### src/hw/rtl/ows_pkg.sv
// Shared types, codes and the CRC-8 step for the 1-Wire ROM search engine.
// No dependencies; imported by the engine and its testbench.
package ows_pkg;

    localparam logic [1:0] MODE_START = 2'd0;
    localparam logic [1:0] MODE_RESET = 2'd1;
    localparam logic [1:0] MODE_BITS  = 2'd2;

    localparam logic [1:0] PH_IDLE = 2'd0;
    localparam logic [1:0] PH_WAIT = 2'd1;
    localparam logic [1:0] PH_READ = 2'd2;

    localparam logic [1:0] ACT_RESET  = 2'd0;
    localparam logic [1:0] ACT_CMD    = 2'd1;
    localparam logic [1:0] ACT_DIR    = 2'd2;
    localparam logic [1:0] ACT_FINISH = 2'd3;

    localparam logic [1:0] PRES_OK = 2'd0;

    localparam logic [7:0] SEARCH_CMD_RESET = 8'hF0;
    localparam logic [7:0] CRC_POLY         = 8'h8C;

    localparam logic [6:0] ROM_BITS_END   = 7'd65;
    localparam logic [6:0] FAMILY_BIT_END = 7'd9;

    localparam int FIFO_DEPTH = 4;
    localparam int FIFO_AW    = $clog2(FIFO_DEPTH);

    typedef struct packed {
        logic [1:0]  action;
        logic [7:0]  out_byte;
        logic        direction;
        logic        found;
        logic [63:0] rom_id;
        logic        last_device;
        logic [6:0]  last_discrepancy;
        logic [3:0]  family_discrepancy;
        logic        last_of_run;
    } ows_result_t;

    // 1-Wire CRC-8 (x^8 + x^5 + x^4 + 1), reflected, one byte LSB first
    function automatic logic [7:0] crc8_byte(input logic [7:0] crc_in, input logic [7:0] data);
        logic [7:0] c;
        logic [7:0] d;
        logic       mix;
        c = crc_in;
        d = data;
        for (int i = 0; i < 8; i++)
        begin
            mix = c[0] ^ d[0];
            c = c >> 1;
            if (mix)
            begin
                c = c ^ CRC_POLY;
            end
            d = d >> 1;
        end
        return c;
    endfunction

endpackage

### src/hw/rtl/ows_cmd_if.sv
// Input channel of the ROM search engine: one bus event word per handshake.
// Standalone; fields follow the engine's input word.
interface ows_cmd_if;
    logic       valid;
    logic       ready;
    logic [1:0] mode;
    logic       restart;
    logic [1:0] presence;
    logic       id_bit;
    logic       cmp_bit;

    modport source (output valid, output mode, output restart, output presence,
                    output id_bit, output cmp_bit, input ready);
    modport sink   (input valid, input mode, input restart, input presence,
                    input id_bit, input cmp_bit, output ready);
endinterface

### src/hw/rtl/ows_rsp_if.sv
// Output channel of the ROM search engine: one action/result word per handshake.
// Standalone; fields follow the engine's result word.
interface ows_rsp_if;
    logic        valid;
    logic        ready;
    logic [1:0]  action;
    logic [7:0]  out_byte;
    logic        direction;
    logic        found;
    logic [63:0] rom_id;
    logic        last_device;
    logic [6:0]  last_discrepancy;
    logic [3:0]  family_discrepancy;
    logic        last_of_run;

    modport source (output valid, output action, output out_byte, output direction,
                    output found, output rom_id, output last_device,
                    output last_discrepancy, output family_discrepancy,
                    output last_of_run, input ready);
    modport sink   (input valid, input action, input out_byte, input direction,
                    input found, input rom_id, input last_device,
                    input last_discrepancy, input family_discrepancy,
                    input last_of_run, output ready);
endinterface

### src/hw/rtl/onewire_rom_search_engine.sv
// 1-Wire ROM search sequencer: search state update and a small result queue.
// Result words are written into the queue when their input word is taken, and offered from it.
// Throughput: one input word per cycle; the 64th bit pair queues two words
// (direction write, then finish), drained one per cycle while rsp.ready is high from a 4-entry queue.
// Input ready drops while fewer than two queue slots are free.
// Reset (rst_n low, asynchronous) clears all search state; no clearing pass.
module onewire_rom_search_engine
    import ows_pkg::*;
(
    input  logic       clk,
    input  logic       rst_n,
    input  logic       cfg_we,
    input  logic [7:0] cfg_wdata,
    ows_cmd_if.sink    cmd,
    ows_rsp_if.source  rsp
);

    logic [7:0]  search_cmd_reg;
    logic [63:0] rom_reg,    rom_next;
    logic [6:0]  disc_reg,   disc_next;
    logic [3:0]  fam_reg,    fam_next;
    logic        done_reg,   done_next;
    logic [6:0]  bitpos_reg, bitpos_next;
    logic [6:0]  zb_reg,     zb_next;
    logic [7:0]  crc_reg,    crc_next;
    logic [1:0]  phase_reg,  phase_next;

    ows_result_t fifo_mem [FIFO_DEPTH];
    logic [FIFO_AW-1:0] wr_ptr_reg, rd_ptr_reg;
    logic [FIFO_AW:0]   count_reg, count_next;

    logic        accept;
    logic        pop;
    logic [1:0]  push_n;
    ows_result_t res_first, res_second;

    logic        do_finish;
    logic        dir_emitted;
    logic        ok;
    logic        dir;
    logic [6:0]  pos;
    logic [5:0]  sh;
    logic [2:0]  byte_idx;
    logic        finish_found;

    assign cmd.ready = (count_reg <= (FIFO_AW+1)'(FIFO_DEPTH - 2));
    assign accept    = cmd.valid && cmd.ready;
    assign pop       = rsp.valid && rsp.ready;

    always_comb
    begin
        rom_next     = rom_reg;
        disc_next    = disc_reg;
        fam_next     = fam_reg;
        done_next    = done_reg;
        bitpos_next  = bitpos_reg;
        zb_next      = zb_reg;
        crc_next     = crc_reg;
        phase_next   = phase_reg;
        do_finish    = 1'b0;
        dir_emitted  = 1'b0;
        ok           = 1'b0;
        dir          = 1'b0;
        pos          = bitpos_reg;
        sh           = 6'(bitpos_reg - 7'd1);
        byte_idx     = 3'(pos[5:3] - 3'd1);
        finish_found = 1'b0;
        res_first    = '0;
        res_second   = '0;
        push_n       = 2'd0;

        if (accept)
        begin
            case (cmd.mode)
                MODE_START:
                begin
                    if (phase_reg == PH_IDLE)
                    begin
                        if (cmd.restart)
                        begin
                            disc_next = '0;
                            fam_next  = '0;
                            done_next = 1'b0;
                        end
                        bitpos_next = 7'd1;
                        zb_next     = '0;
                        crc_next    = '0;
                        if (done_next)
                        begin
                            do_finish = 1'b1;
                        end
                        else
                        begin
                            phase_next       = PH_WAIT;
                            res_first.action = ACT_RESET;
                            push_n           = 2'd1;
                        end
                    end
                end
                MODE_RESET:
                begin
                    if (phase_reg == PH_WAIT)
                    begin
                        if (cmd.presence != PRES_OK)
                        begin
                            disc_next        = '0;
                            fam_next         = '0;
                            done_next        = 1'b0;
                            phase_next       = PH_IDLE;
                            res_first.action = ACT_FINISH;
                        end
                        else
                        begin
                            phase_next         = PH_READ;
                            res_first.action   = ACT_CMD;
                            res_first.out_byte = search_cmd_reg;
                        end
                        push_n = 2'd1;
                    end
                end
                MODE_BITS:
                begin
                    if (phase_reg == PH_READ)
                    begin
                        if (cmd.id_bit && cmd.cmp_bit)
                        begin
                            do_finish = 1'b1;
                        end
                        else
                        begin
                            if (cmd.id_bit != cmd.cmp_bit)
                            begin
                                dir = cmd.id_bit;
                            end
                            else
                            begin
                                // both zero: follow earlier path, take 1 at the last
                                // discrepancy, else the zero branch
                                if (pos < disc_reg)
                                begin
                                    dir = rom_reg[sh];
                                end
                                else
                                begin
                                    dir = (pos == disc_reg);
                                end
                                if (!dir)
                                begin
                                    zb_next = pos;
                                    if (pos < FAMILY_BIT_END)
                                    begin
                                        fam_next = 4'(pos);
                                    end
                                end
                            end
                            rom_next[sh] = dir;
                            if (pos[2:0] == 3'd0)
                            begin
                                crc_next = crc8_byte(crc_reg, rom_next[byte_idx*8 +: 8]);
                            end
                            bitpos_next = 7'(pos + 7'd1);
                            dir_emitted = 1'b1;
                            res_first.action    = ACT_DIR;
                            res_first.direction = dir;
                            push_n = 2'd1;
                            if (bitpos_next >= ROM_BITS_END)
                            begin
                                do_finish = 1'b1;
                            end
                        end
                    end
                end
                default:
                begin
                end
            endcase
        end

        // snapshot for the first word before any finish update
        res_first.rom_id             = rom_next;
        res_first.last_device        = done_next;
        res_first.last_discrepancy   = disc_next;
        res_first.family_discrepancy = fam_next;
        res_first.last_of_run        = !do_finish;

        if (do_finish)
        begin
            ok = (bitpos_next >= ROM_BITS_END) && (crc_next == 8'd0);
            if (ok)
            begin
                disc_next = zb_next;
                if (zb_next == 7'd0)
                begin
                    done_next = 1'b1;
                end
            end
            finish_found = ok;
            if (!ok || (rom_next[7:0] == 8'd0))
            begin
                disc_next    = '0;
                fam_next     = '0;
                done_next    = 1'b0;
                finish_found = 1'b0;
            end
            phase_next = PH_IDLE;
        end

        res_second.action             = ACT_FINISH;
        res_second.out_byte           = '0;
        res_second.direction          = 1'b0;
        res_second.found              = finish_found;
        res_second.rom_id             = rom_next;
        res_second.last_device        = done_next;
        res_second.last_discrepancy   = disc_next;
        res_second.family_discrepancy = fam_next;
        res_second.last_of_run        = 1'b1;

        if (do_finish)
        begin
            if (dir_emitted)
            begin
                push_n = 2'd2;
            end
            else
            begin
                res_first = res_second;
                push_n    = 2'd1;
            end
        end

        count_next = count_reg + (FIFO_AW+1)'(push_n) - (FIFO_AW+1)'(pop);
    end

    always_ff @(posedge clk or negedge rst_n)
    begin
        if (!rst_n)
        begin
            search_cmd_reg <= SEARCH_CMD_RESET;
            rom_reg        <= '0;
            disc_reg       <= '0;
            fam_reg        <= '0;
            done_reg       <= 1'b0;
            bitpos_reg     <= 7'd1;
            zb_reg         <= '0;
            crc_reg        <= '0;
            phase_reg      <= PH_IDLE;
            wr_ptr_reg     <= '0;
            rd_ptr_reg     <= '0;
            count_reg      <= '0;
        end
        else
        begin
            if (cfg_we)
            begin
                search_cmd_reg <= cfg_wdata;
            end
            rom_reg    <= rom_next;
            disc_reg   <= disc_next;
            fam_reg    <= fam_next;
            done_reg   <= done_next;
            bitpos_reg <= bitpos_next;
            zb_reg     <= zb_next;
            crc_reg    <= crc_next;
            phase_reg  <= phase_next;
            wr_ptr_reg <= FIFO_AW'(wr_ptr_reg + FIFO_AW'(push_n));
            if (pop)
            begin
                rd_ptr_reg <= FIFO_AW'(rd_ptr_reg + 1'b1);
            end
            count_reg <= count_next;
        end
    end

    // result queue storage, no reset needed
    always_ff @(posedge clk)
    begin
        if (push_n != 2'd0)
        begin
            fifo_mem[wr_ptr_reg] <= res_first;
        end
        if (push_n == 2'd2)
        begin
            fifo_mem[FIFO_AW'(wr_ptr_reg + 1'b1)] <= res_second;
        end
    end

    assign rsp.valid              = (count_reg != '0);
    assign rsp.action             = fifo_mem[rd_ptr_reg].action;
    assign rsp.out_byte           = fifo_mem[rd_ptr_reg].out_byte;
    assign rsp.direction          = fifo_mem[rd_ptr_reg].direction;
    assign rsp.found              = fifo_mem[rd_ptr_reg].found;
    assign rsp.rom_id             = fifo_mem[rd_ptr_reg].rom_id;
    assign rsp.last_device        = fifo_mem[rd_ptr_reg].last_device;
    assign rsp.last_discrepancy   = fifo_mem[rd_ptr_reg].last_discrepancy;
    assign rsp.family_discrepancy = fifo_mem[rd_ptr_reg].family_discrepancy;
    assign rsp.last_of_run        = fifo_mem[rd_ptr_reg].last_of_run;

endmodule

### src/flat_wrapper.sv
// flat-port wrapper written by rule: the top's interface ports become plain ports
module onewire_rom_search_engine_flat import ows_pkg::*;
  (clk, rst_n, cfg_we, cfg_wdata, cmd_valid, cmd_mode, cmd_restart, cmd_presence, cmd_id_bit, cmd_cmp_bit, cmd_ready, rsp_valid, rsp_action, rsp_out_byte, rsp_direction, rsp_found, rsp_rom_id, rsp_last_device, rsp_last_discrepancy, rsp_family_discrepancy, rsp_last_of_run, rsp_ready);
  ows_cmd_if cmd_i ();
  ows_rsp_if rsp_i ();
  input  logic clk;
  input  logic rst_n;
  input  logic cfg_we;
  input  logic [7:0] cfg_wdata;
  input wire logic [$bits(cmd_i.valid)-1:0] cmd_valid;
  input wire logic [$bits(cmd_i.mode)-1:0] cmd_mode;
  input wire logic [$bits(cmd_i.restart)-1:0] cmd_restart;
  input wire logic [$bits(cmd_i.presence)-1:0] cmd_presence;
  input wire logic [$bits(cmd_i.id_bit)-1:0] cmd_id_bit;
  input wire logic [$bits(cmd_i.cmp_bit)-1:0] cmd_cmp_bit;
  output wire logic [$bits(cmd_i.ready)-1:0] cmd_ready;
  output wire logic [$bits(rsp_i.valid)-1:0] rsp_valid;
  output wire logic [$bits(rsp_i.action)-1:0] rsp_action;
  output wire logic [$bits(rsp_i.out_byte)-1:0] rsp_out_byte;
  output wire logic [$bits(rsp_i.direction)-1:0] rsp_direction;
  output wire logic [$bits(rsp_i.found)-1:0] rsp_found;
  output wire logic [$bits(rsp_i.rom_id)-1:0] rsp_rom_id;
  output wire logic [$bits(rsp_i.last_device)-1:0] rsp_last_device;
  output wire logic [$bits(rsp_i.last_discrepancy)-1:0] rsp_last_discrepancy;
  output wire logic [$bits(rsp_i.family_discrepancy)-1:0] rsp_family_discrepancy;
  output wire logic [$bits(rsp_i.last_of_run)-1:0] rsp_last_of_run;
  input wire logic [$bits(rsp_i.ready)-1:0] rsp_ready;
  assign cmd_i.valid = cmd_valid;
  assign cmd_i.mode = cmd_mode;
  assign cmd_i.restart = cmd_restart;
  assign cmd_i.presence = cmd_presence;
  assign cmd_i.id_bit = cmd_id_bit;
  assign cmd_i.cmp_bit = cmd_cmp_bit;
  assign cmd_ready = cmd_i.ready;
  assign rsp_valid = rsp_i.valid;
  assign rsp_action = rsp_i.action;
  assign rsp_out_byte = rsp_i.out_byte;
  assign rsp_direction = rsp_i.direction;
  assign rsp_found = rsp_i.found;
  assign rsp_rom_id = rsp_i.rom_id;
  assign rsp_last_device = rsp_i.last_device;
  assign rsp_last_discrepancy = rsp_i.last_discrepancy;
  assign rsp_family_discrepancy = rsp_i.family_discrepancy;
  assign rsp_last_of_run = rsp_i.last_of_run;
  assign rsp_i.ready = rsp_ready;
  onewire_rom_search_engine u_core (.clk(clk), .rst_n(rst_n), .cfg_we(cfg_we), .cfg_wdata(cfg_wdata), .cmd(cmd_i), .rsp(rsp_i));
endmodule
### config.mk
export PLATFORM = sky130hd
export DESIGN_NAME = onewire_rom_search_engine_flat
export DESIGN_NICKNAME = d
export VERILOG_FILES = /design/src/hw/rtl/ows_pkg.sv /design/src/hw/rtl/ows_cmd_if.sv /design/src/hw/rtl/ows_rsp_if.sv /design/src/hw/rtl/onewire_rom_search_engine.sv /design/src/flat_wrapper.sv
export SDC_FILE = /design/constraint.sdc
export NUM_CORES = 1
export LEC_CHECK = 0
export BUFFER_PORTS_ARGS = -buffer_cell sky130_fd_sc_hd__buf_2
export CORE_ASPECT_RATIO = 1.2
export CORE_MARGIN = 5
export CORE_UTILIZATION = 55
export CTS_CLUSTER_SIZE = 24
export DETAILED_ROUTE_END_ITERATION = 8
export MAX_ROUTING_LAYER = met4
export PLACE_DENSITY = 0.73
export SKIP_CTS_REPAIR_TIMING = 1
export SLEW_MARGIN = 0
export SYNTH_ARGS = -nofsm -noshare
export SYNTH_HDL_FRONTEND = slang
export SYNTH_SLANG_ARGS = --single-unit
### constraint.sdc
create_clock -name clk -period 10.66 [get_ports clk]
set_input_delay 0 -clock clk [delete_from_list [all_inputs] [get_ports clk]]
set_output_delay 0 -clock clk [all_outputs]
set_load 0.02 [all_outputs]
==> impl_metrics.env <==
export IMPL_status="complete, no violations"
export IMPL_crit_type="reg2reg"
export IMPL_worstSkewPairLatency_ns=0.58
export IMPL_fmax_mhz=132
export IMPL_hold_class="in2reg"
export IMPL_slew_headroom=0.289
export IMPL_num_fill_cells=3214
export IMPL_drt_iter0_markers=1708
export IMPL_p_leak_nw=9.24
export IMPL_cts_root_buf="clkbuf_16"
export IMPL_initial_core_util=0.557
export IMPL_dieArea_sq_um=46500
export IMPL_viasPerCell=6.45
export IMPL_fin_nets=2124
export IMPL_postRouteWirelength_um=70400
export IMPL_drv_slew=0
export IMPL_grt_pass1_vias=17100
export IMPL_multi_input_area_sq_um=9270
export IMPL_gp_congestion=1.04
export IMPL_syn_area_per_cell_sq_um=11.6
export IMPL_fin_crit_sh=0.709
export IMPL_cts_max_path_buffers=3
export IMPL_cts_sinks=471
export IMPL_rsz0062_at_grt="no"
export IMPL_pin_count=111
export IMPL_start_kind="flop"
export IMPL_worstPathArrival_ns=7.77
export IMPL_core_sq_um=41800
export IMPL_drv_cap=0
export IMPL_synthesis_nets=2041
export IMPL_grt_max_degree=75
export IMPL_fin_setup_tns_ns=0
export IMPL_ff2ff_setup_slack_ns=3.10
export IMPL_synth_top_area_cell="edfxtp_1"
export IMPL_synth_ff_type="edfxtp_1"
export IMPL_track_usage=0.306
export IMPL_cp_max_fo=48
export IMPL_p_per_area_nw_per_um2=196
export IMPL_die_h_um=235
export IMPL_tightest_slew_ns=1.07
export IMPL_io_buffers=110
export IMPL_yosysWarnings=0
export IMPL_num_vias=17200
export IMPL_wl_per_cell_um=26.4
export IMPL_ys_async_sr_fraction=0.244
export IMPL_synth_seq_cells=471
export IMPL_antenna_found_initial=0
export IMPL_grt_pass1_wl_um=107000
export IMPL_synth_most_common_cell="nor2_1"
export IMPL_required_ns=10.88
export IMPL_syn_area_sq_um=23300
export IMPL_end_kind="flop"
export IMPL_finalWorstSetupSlack_ns=3.10
export IMPL_synth_cells=1997
export IMPL_synth_edf_count=308
export IMPL_netlist_top_cells_count="422 x nor2_1, 308 x edfxtp_1, 112 x inv_1"
export IMPL_yosysUniqueCellTypes=82
export IMPL_drc=0
export IMPL_dr_pass1_iters=5
export IMPL_drive_gt1_frac=0.175
export IMPL_synthTopCellsByArea="edfxtp_1 40%, dfrtp_1 12%, mux4_2 9.5%"
export IMPL_seq_area_sq_um=13100
export IMPL_fin_crit_ns=7.56
export IMPL_path_clk_slew_ns=0.07
export IMPL_hpwl_um=47500
export IMPL_peakVddDrop_mv=0.283
export IMPL_ys_seq_area_frac=0.563
export IMPL_rows=82
export IMPL_clock_skew_final_ns=0.0213
export IMPL_die_w_um=198
export IMPL_hold_viol=0
export IMPL_place_ws_ns=3.20
export IMPL_cts_buffers=46
export IMPL_cts_tree="done"
export IMPL_overflow=0
export IMPL_setup_viol=0
export IMPL_h_tree_depth=2
export IMPL_ant_nets=0
export IMPL_largest_reg_flops=356
export IMPL_area_delta_synth_final_pct=12.3
export IMPL_synth_top_area_share=0.398
## metrics by stage
stage,total power [W],utilization,std cells,cell area [sq um],hold WS [ns]
floorplan,0.00305,-,1997,23300,-0.296
global placement,0.00344,0.582,2557,24300,0.175
detailed placement,0.00345,0.582,2557,24300,0.184
CTS,0.00515,0.620,2643,25900,-0.424
global route,0.00532,0.625,2664,26100,0.102
finish,0.00513,0.625,2665,26100,0.0883
## layout make-up
type	instances	area share
multi-input combinational	1282	0.355
timing repair buffer	166	0.0393
tap	546	0.0262
clock inverter	31	0.0137
clock buffer	55	0.0477
inverter	113	0.0164
antenna	1	0.0000958
sequential	471	0.502
## logic make-up (layout without fill, tap and decap cells)
family | count (synthesis) | count (layout) | share of synthesized area
adders and majority gates | 24 | 24 | 0.0132
buffers and inverters | 244 | 365 | 0.0412
xor gates and xnor gates | 37 | 37 | 0.0155
other | 0 | 1 | 0
AOI/OAI and AO/OA | 333 | 333 | 0.102
and+or+nand+nor | 691 | 691 | 0.126
muxes | 197 | 197 | 0.138
DFF | 471 | 471 | 0.563
## where the power goes
| group | switching [W] | total (W) | internal (W) | leakage (nW) |
|---|---|---|---|---|
| registers | 0.000154 | 0.00218 | 0.00202 | 4.49 |
| logic | 0.000730 | 0.00124 | 0.000511 | 3.97 |
| clock network | 0.000721 | 0.00171 | 0.000988 | 0.787 |
## path summary, 6_finish.rpt
check,startpoint,to,cells past startpoint
min in group asynchronous,rst_n,u_core.rd_ptr_reg[1],2
min reg2reg,u_core.fifo_mem[3][78],u_core.fifo_mem[3][78],1
max,u_core.bitpos_reg[0],u_core.fifo_mem[1][54],14
min,cmd_mode[0],u_core.phase_reg[0],4
max reg2reg,u_core.bitpos_reg[0],u_core.fifo_mem[1][54],14
max in group asynchronous,rst_n,u_core.rom_reg[38],3
## critical path, stage by stage, from the launching register on
cell and delay, ns:
dfstp_2 1.14, inv_1 0.50, ha_1 0.43, buf_4 0.28, nand2b_1 0.35, or4_1 0.58, a21oi_1 0.17, o21ai_0 0.22
a22oi_1 0.70, nand2b_1 0.27, nor2_1 0.06, buf_4 0.23, nor2_4 0.68, clkinv_2 0.83, buf_4 0.58
## cells in the final DEF, fill, tap and decap left out, types with 23 or more instances in the layout
cell,Yosys,routed
nand3_1,40,40
buf_4,3,36
dfxtp_1,48,48
nand2_1,110,110
nor2_1,422,419
inv_1,112,108
ha_1,23,23
a32o_1,37,37
clkbuf_16,0,46
edfxtp_1,308,308
buf_2,12,109
mux4_2,98,98
o21ai_0,77,77
mux2i_1,82,82
nor3_1,35,33
a21oi_1,47,47
dfrtp_1,110,108
## metal layers
| metal | track usage | share of wire | routed length (um) |
|---|---|---|---|
| met1 | 0.400 | 0.39 | 27400 |
| met2 | 0.500 | 0.50 | 35500 |
| met3 | 0.0345 | 0.065 | 4550 |
| met4 | 0.109 | 0.042 | 2920 |
| met5 | - | 0 | 0 |
Note: power is estimated with default switching activity, not from simulation.
